### src/rtl/sorted_priority_queue_unit_assert.svh
// Assertion macros for the sorted priority queue unit.
// Used by the top level only; expects i_clk and i_rst_n in scope.
`ifndef SORTED_PRIORITY_QUEUE_UNIT_ASSERT_SVH
`define SORTED_PRIORITY_QUEUE_UNIT_ASSERT_SVH

// Same-cycle implication, checked outside reset
`define SPQ_ASSERT_NOW(lbl, ante, cons, msg) \
    lbl: assert property (@(posedge i_clk) disable iff (!i_rst_n) (ante) |-> (cons)) \
        else $error(msg);

// Next-cycle implication, checked outside reset
`define SPQ_ASSERT_NEXT(lbl, ante, cons, msg) \
    lbl: assert property (@(posedge i_clk) disable iff (!i_rst_n) (ante) |=> (cons)) \
        else $error(msg);

`endif

### src/rtl/spq_pkg.sv
// Package for the sorted priority queue unit: widths, request codes,
// the per-cell control struct. No dependencies.
`timescale 1ns / 1ps

package spq_pkg;

    localparam int SPQ_CAPACITY = 16;
    localparam int DATA_W       = 32;
    localparam int OCC_W        = 5;
    localparam int OUT_W        = 72;

    // Request kinds carried on tuser
    localparam logic REQ_PUSH = 1'b0;
    localparam logic REQ_POP  = 1'b1;

    typedef logic signed [DATA_W-1:0] t_value;

    // Shift control shared by every cell of the chain
    typedef struct packed {
        logic push_en;
        logic pop_en;
    } t_cell_ctl;

endpackage

### src/rtl/spq_cell.sv
// One slot of the sorted chain: holds a value, compares it with the
// incoming push value and trades data with both neighbors. Uses spq_pkg.
`timescale 1ns / 1ps

module spq_cell
    import spq_pkg::*;
(
    input  logic      i_clk,
    input  t_cell_ctl i_ctl,
    input  t_value    i_item_value,
    input  logic      i_occupied,
    input  t_value    i_prev_value,
    input  logic      i_prev_stay,
    input  t_value    i_next_value,
    output t_value    o_value,
    output logic      o_stay
);

    t_value r_value;
    t_value n_value;

    // Keep own value on a push when it is stored and strictly larger
    assign o_stay = i_occupied && (r_value > i_item_value);

    // Pick the next value: hold, insert, shift down on push, shift up on pop
    always_comb begin
        n_value = r_value;
        if (i_ctl.push_en) begin
            if (o_stay) begin
                n_value = r_value;
            end else if (i_prev_stay) begin
                n_value = i_item_value;
            end else begin
                n_value = i_prev_value;
            end
        end else if (i_ctl.pop_en) begin
            n_value = i_next_value;
        end
    end

    always_ff @(posedge i_clk) begin
        r_value <= n_value;
    end

    assign o_value = r_value;

endmodule

### src/rtl/sorted_priority_queue_unit.sv
// Sorted priority queue unit, largest value at the head.
// Channels: slave side takes one request per beat; tuser[0] is the kind
// (0 push, 1 pop), tdata[31:0] the signed value to push (ignored on pop).
// Master side returns one result beat per request, tdata fields from bit 0:
// head_value[31:0], head_valid[32], occupancy[37:33], removed_value[69:38],
// removed_valid[70], overflow[71].
// The result beat is registered and valid in the cycle after the request beat.
// One request per cycle while the receiver is ready; every cell of the chain
// compares its value with the pushed one and shifts in the same cycle.
// A push into a full queue is dropped and flagged as overflow; a pop on an
// empty queue changes nothing and reports removed_valid low.
// Reset empties the queue (occupancy zero) and drops any waiting result beat;
// slot contents are not cleared, empty slots are never read.
// When the receiver stalls, the result is held and o_s_tready drops until
// the waiting beat is taken; a beat can be taken and a new request
// accepted in the same cycle.
// Depends on spq_pkg, spq_cell and sorted_priority_queue_unit_assert.svh.
`timescale 1ns / 1ps
`include "sorted_priority_queue_unit_assert.svh"

module sorted_priority_queue_unit
    import spq_pkg::*;
#(
    parameter int CAPACITY = SPQ_CAPACITY
) (
    input  logic             i_clk,
    input  logic             i_rst_n,
    input  logic             i_s_tvalid,
    output logic             o_s_tready,
    input  logic [DATA_W-1:0] i_s_tdata,  // item_value[31:0]
    input  logic [0:0]       i_s_tuser,   // req_type[0]
    output logic             o_m_tvalid,
    input  logic             i_m_tready,
    // head_value[31:0], head_valid[32], occupancy[37:33],
    // removed_value[69:38], removed_valid[70], overflow[71]
    output logic [OUT_W-1:0] o_m_tdata
);

    localparam int CNT_W = $clog2(CAPACITY + 1);
    localparam int EXT_W = CNT_W + OCC_W;

    logic [CNT_W-1:0] r_count;
    logic [CNT_W-1:0] n_count;
    logic             r_m_valid;
    t_value           r_head_value;
    logic             r_head_valid;
    logic [OCC_W-1:0] r_occupancy;
    t_value           r_removed_value;
    logic             r_removed_valid;
    logic             r_overflow;

    logic             w_accept;
    logic             w_is_pop;
    logic             w_full;
    logic             w_empty;
    t_cell_ctl        w_ctl;
    t_value           w_item;
    t_value           w_value [CAPACITY];
    logic             w_stay  [CAPACITY];
    logic             w_occ   [CAPACITY];
    t_value           w_prev  [CAPACITY];
    logic             w_pstay [CAPACITY];
    t_value           w_next  [CAPACITY];
    t_value           w_head_after;
    logic [EXT_W-1:0] w_cnt_ext;

    // Accept while the result register is free or being drained
    assign o_s_tready = !r_m_valid || i_m_tready;
    assign w_accept   = i_s_tvalid && o_s_tready;
    assign w_is_pop   = (i_s_tuser[0] == REQ_POP);
    assign w_item     = t_value'(i_s_tdata);
    assign w_full     = (r_count == CNT_W'(CAPACITY));
    assign w_empty    = (r_count == '0);

    assign w_ctl.push_en = w_accept && !w_is_pop && !w_full;
    assign w_ctl.pop_en  = w_accept && w_is_pop && !w_empty;

    // Build the chain: neighbor wiring and occupied flags per slot
    for (genvar i = 0; i < CAPACITY; i++) begin : g_cell
        assign w_occ[i] = (CNT_W'(i) < r_count);
        if (i == 0) begin : g_first
            assign w_prev[i]  = w_value[i];
            assign w_pstay[i] = 1'b1;
        end else begin : g_mid
            assign w_prev[i]  = w_value[i-1];
            assign w_pstay[i] = w_stay[i-1];
        end
        if (i == CAPACITY - 1) begin : g_last
            assign w_next[i] = w_value[i];
        end else begin : g_inner
            assign w_next[i] = w_value[i+1];
        end

        spq_cell u_cell (
            .i_clk        (i_clk),
            .i_ctl        (w_ctl),
            .i_item_value (w_item),
            .i_occupied   (w_occ[i]),
            .i_prev_value (w_prev[i]),
            .i_prev_stay  (w_pstay[i]),
            .i_next_value (w_next[i]),
            .o_value      (w_value[i]),
            .o_stay       (w_stay[i])
        );
    end

    // Advance the fill count
    always_comb begin
        n_count = r_count;
        if (w_ctl.push_en) begin
            n_count = r_count + 1'b1;
        end else if (w_ctl.pop_en) begin
            n_count = r_count - 1'b1;
        end
    end

    // Head after this request, before masking for an empty queue
    always_comb begin
        w_head_after = w_value[0];
        if (w_ctl.push_en) begin
            w_head_after = w_stay[0] ? w_value[0] : w_item;
        end else if (w_ctl.pop_en) begin
            w_head_after = w_value[1];
        end
    end

    assign w_cnt_ext = EXT_W'(n_count);

    always_ff @(posedge i_clk) begin
        if (!i_rst_n) begin
            r_count   <= '0;
            r_m_valid <= 1'b0;
        end else begin
            r_count <= n_count;
            if (w_accept) begin
                r_m_valid <= 1'b1;
            end else if (i_m_tready) begin
                r_m_valid <= 1'b0;
            end
        end
    end

    // Load the result beat
    always_ff @(posedge i_clk) begin
        if (w_accept) begin
            r_head_value    <= (n_count != '0) ? w_head_after : '0;
            r_head_valid    <= (n_count != '0);
            r_occupancy     <= w_cnt_ext[OCC_W-1:0];
            r_removed_value <= w_ctl.pop_en ? w_value[0] : '0;
            r_removed_valid <= w_ctl.pop_en;
            r_overflow      <= w_accept && !w_is_pop && w_full;
        end
    end

    assign o_m_tvalid = r_m_valid;
    assign o_m_tdata  = {r_overflow, r_removed_valid, r_removed_value,
                         r_occupancy, r_head_valid, r_head_value};

    `SPQ_ASSERT_NOW(a_count_bound, 1'b1, r_count <= CNT_W'(CAPACITY), "fill count past capacity")
    `SPQ_ASSERT_NOW(a_ovf_full, r_m_valid && r_overflow, r_count == CNT_W'(CAPACITY) && !r_removed_valid, "overflow without full queue")
    `SPQ_ASSERT_NOW(a_head_valid, r_m_valid, r_head_valid == (r_count != '0), "head flag disagrees with count")
    `SPQ_ASSERT_NEXT(a_pop_dec, w_accept && w_is_pop && !w_empty, r_count == $past(r_count) - 1'b1, "pop did not drop count")

endmodule

### config.mk
export PLATFORM = sky130hd
export DESIGN_NAME = sorted_priority_queue_unit
export DESIGN_NICKNAME = d
export VERILOG_FILES = /design/src/rtl/spq_pkg.sv /design/src/rtl/spq_cell.sv /design/src/rtl/sorted_priority_queue_unit.sv
export VERILOG_INCLUDE_DIRS = /design/src /design/src/rtl
export SDC_FILE = /design/constraint.sdc
export NUM_CORES = 2
export LEC_CHECK = 0
export BUFFER_PORTS_ARGS = -buffer_cell sky130_fd_sc_hd__buf_2
export CAP_MARGIN = 30
export CORE_MARGIN = 8
export CORE_UTILIZATION = 35
export CTS_CLUSTER_SIZE = 40
export DETAILED_ROUTE_END_ITERATION = 6
export GPL_TIMING_DRIVEN = 0
export PLACE_DENSITY = 0.52
export REMOVE_ABC_BUFFERS = 1
export SLEW_MARGIN = 40
export SYNTH_ARGS = -nofsm -noshare
export SYNTH_HDL_FRONTEND = slang
export SYNTH_SLANG_ARGS = --single-unit
### constraint.sdc
create_clock -name i_clk -period 6.75 [get_ports i_clk]
set_clock_uncertainty 0.2 [all_clocks]
set_input_delay 0.675 -clock i_clk [delete_from_list [all_inputs] [get_ports i_clk]]
set_output_delay 0.675 -clock i_clk [all_outputs]
set_load 0.02 [all_outputs]
==> results.py <==
metrics = {
    "outcome": {
        "status": "finished, final reports clean",
    },
    "logic_synthesis": {
        "synth_top_area_share_pct": 42.0,
        "synth_area_um2": 39500,
        "synth_compound_area_share_pct": 19.4,
        "synthAdderAreaFrac_pct": 16.3,
        "ys_warn_count": 0,
        "syn_avg_cell_area_um2": 10.8,
        "synth-simple-area-share_pct": 12.8,
        "synth_ff_type": "edfxtp_1",
        "synth_top_family_by_area": "compound AO/OA/AOI/OAI gates",
        "synth_top_area_cell": "edfxtp_1",
        "ys_seq_elements": 590,
        "synthXorXnorAreaFrac_pct": 0.0888,
        "ys_types": 71,
        "synth-edff-count": 552,
        "synthMuxAreaShare_pct": 3.62,
        "synthArstFlopShare_pct": 0,
        "seq_area_frac_synth_pct": 43.9,
        "syn_inst": 3658,
        "synth.area.top_cells": "edfxtp_1, ha_1, a221o_1",
    },
    "hold_path": {
        "min-delay-path-class": "input port to flip-flop",
        "hold_start": "i_rst_n",
    },
    "placed_design": {
        "dpl_worst_slack_ns": 1.12,
        "hpwl_um": 99300,
        "gp_congestion": 0.884,
        "port_buffers": 110,
        "dp_cells": 5096,
    },
    "global_route": {
        "antenna_found_initial": 2,
        "grt_pass1_vias": 31100,
        "gr-total-overflow": 0,
        "top_usage_layer": "met2",
        "gr-usage-met3_pct": 2.27,
        "grt_util_met2_pct": 32.3,
        "grt_start_max_net_pins": 50,
        "grt_pass1_wl_um": 192000,
        "grtUsageMet1_pct": 27.9,
        "grtUsageTotal_pct": 19.9,
    },
    "route": {
        "wl_um": 126000,
        "route.detailed.wl_per_inst_um": 24.2,
        "firstDrtPassIters": 6,
        "drt-initial-drc-count": 2268,
        "drc": 0,
        "antenna_left": 0,
        "num_vias": 31100,
        "drt-vias-per-instance": 5.94,
    },
    "die": {
        "die_area_um2": 124000,
        "start_util_pct": 35.2,
        "die_width_um": 352,
        "ioPinCount": 111,
        "die_h_um": 352,
        "core_um2": 112000,
        "row_count": 123,
    },
    "cells_and_area": {
        "drive_above_1_share_pct": 11.6,
        "area.growth.synth_to_final_pct": 13.5,
        "fin_cells": 5225,
        "layout.nets": 4221,
    },
    "clock_network": {
        "h-tree-depth": 3,
        "cts_tree": "yes",
        "cts_sinks": 590,
        "postCtsSetupBuffers": 0,
        "clockBufferDepth": 3,
        "cts-root-buf": "clkbuf_16",
        "clock_latency_ns": 0.64,
        "numCtsBuffers": 71,
        "clkSlewWorstSetupHoldPaths_ns": 0.06,
        "hold_buffers": 0,
        "post_cts_resized": 0,
    },
    "sta": {
        "setup_ws_ns": 1.45,
        "finalHoldViolations": 0,
        "grt_setup_unrepaired": "false",
        "min_period_ns": 5.30,
        "slew_violations": 0,
        "worst_pin_slew_ns": 0.884,
        "timing.final.crit_share_pct": 78.5,
        "finalSetupViolCount": 0,
        "tns_ns": 0,
        "max_freq_mhz": 189,
        "max_slew_margin_pct": 40.7,
    },
    "setup_path": {
        "crit_arrival_ns": 5.44,
        "r2r_start": "r_count[1]",
        "crit_fanout": 49,
        "crit_start": "i_s_tdata[14]",
        "cp_num_buf_inv": 3,
        "cp.required_ns": 6.89,
        "cp_slowest_stage_delay_ns": 0.72,
        "path_class": "input port to flip-flop",
        "endpoint_kind": "flip-flop",
        "critPathTopFamily": "compound AO/OA/AOI/OAI gates",
        "path_cells": "buf_2, clkinv_1, ha_1, nand4_1, nor4_1, a21bo_1, o211ai_1, a21oi_1, xor2_4, a21o_4, buf_12, o221ai_1",
        "slowest_stage": "clkinv_1",
        "setup.worst_path.start_class": "input port",
    },
    "power": {
        "p_leak_nw": 16.8,
        "total_power_mw": 12.8,
        "power.density_nw_per_um2": 286,
        "peakVddDrop_mv": 0.256,
    },
    "run": {
        "drv_cap": 0,
    },
}
-- kinds of logic (layout without fill, tap and decap cells) --
kind of cell / Yosys count / in the layout
other cells: 0 / 1
mux: 128 / 128
xor+xnor: 4 / 4
flops: 590 / 590
compound gates: 992 / 992
simple gates: 1073 / 1073
fa+ha+maj: 515 / 515
buf+inv: 356 / 422
-- worst register-to-register path: stages, from the launching register on --
cell and delay, ns:
dfxtp_1 0.64, inv_1 0.15, ha_1 0.26, nand3_1 0.12, nor3b_4 0.40, buf_6 0.22, buf_6 0.18, buf_6 0.17
buf_4 0.22, buf_6 0.19, buf_4 0.22, buf_4 0.24, buf_4 0.24, buf_4 0.24, nand2_1 0.42, nor3_1 0.32
a221o_1 0.14
-- metrics by stage --
step / hold WS [ns] / instance area (um2) / util [%]
CTS: 0.0892 / 44800 / 39.9
global placement: 0.342 / 40700 / 36.3
floorplan: 0.330 / 38300 / -
detailed placement: 0.367 / 42500 / 37.9
finish: 0.123 / 44800 / 39.9
global route: 0.106 / 44800 / 39.9
-- area by class of cell --
class,count,area [um2]
Fill cell,10700,67400
Multi-Input combinational cell,2712,21000
Sequential cell,590,17300
Clock buffer,95,1970
Timing Repair Buffer,204,1950
Tap cell,1500,1880
Clock inverter,33,345
Inverter,90,343
Antenna cell,1,2.50
-- Yosys cell counts (8+ instances only) --
cell        n
a211o_1     9
a211oi_1   14
a21boi_0    8
a21o_1     42
a21oi_1   306
a221o_1   304
a31oi_1     8
and4_1      8
buf_2      41
buf_4      33
clkbuf_1  184
dfxtp_1    38
edfxtp_1  552
ha_1      515
inv_1      89
mux2_4     29
mux2i_1    96
nand2_1   211
nand2b_1   12
nand3_1    90
nand4_1   105
nor2_1    372
nor2b_1    20
nor3_1    149
nor4_1     35
o2111a_1   33
o211a_1    32
o211ai_1   86
o21ai_0    50
o221ai_1   38
o31a_1     14
or2_2      33
or3_1       8
-- report_power, final --
group / internal (mW) / switching [mW]
combinational: 1.43 / 2.22
clock: 2.25 / 1.64
sequential: 4.78 / 0.470
total: 8.46 / 4.33
-- registers in the layout, summed over array words and instances, names as in the netlist --
name,count
g_cell.u_cell.o_value,512
o_m_tvalid,1
r_count,5
r_head_valid,1
r_head_value,32
r_occupancy,5
r_overflow,1
r_removed_valid,1
r_removed_value,32
-- path summary, 6_finish.rpt --
kind | end | slack (ns) | cells after the start
worst max-delay path | g_cell[1].u_cell.o_value[27] | 1.45 | 12
worst min-delay path | r_count[4] | 0.12 | 2
worst max register to register | g_cell[4].u_cell.o_value[22] | 2.04 | 16
worst min register to register | g_cell[7].u_cell.o_value[0] | 0.39 | 2
-- cells in the final DEF, fill, tap and decap left out, drive strengths merged, types with 35 or more instances in the layout --
master and count:
a21o 42, o21ai 57, nand3 90, o221ai 38, nand4 105, dfxtp 38
ha 515, a221o 304, clkbuf 95, nor2 373, o211ai 86, a21oi 306
buf 204, edfxtp 552, nand2 211, inv 84, nor4 35, nor3 151
mux2i 96
-- per-layer routing --
layer  part of all wire (%)  vias to the layer above  wire, um
met5                      0                        -         0
met1                     47                    15500     59300
met3                    4.6                      167      5830
met2                     46                      800     57700
li1                       -                    14600         -
met4                    2.8                        0      3570
No activity file was read; power rests on OpenSTA's default activity.
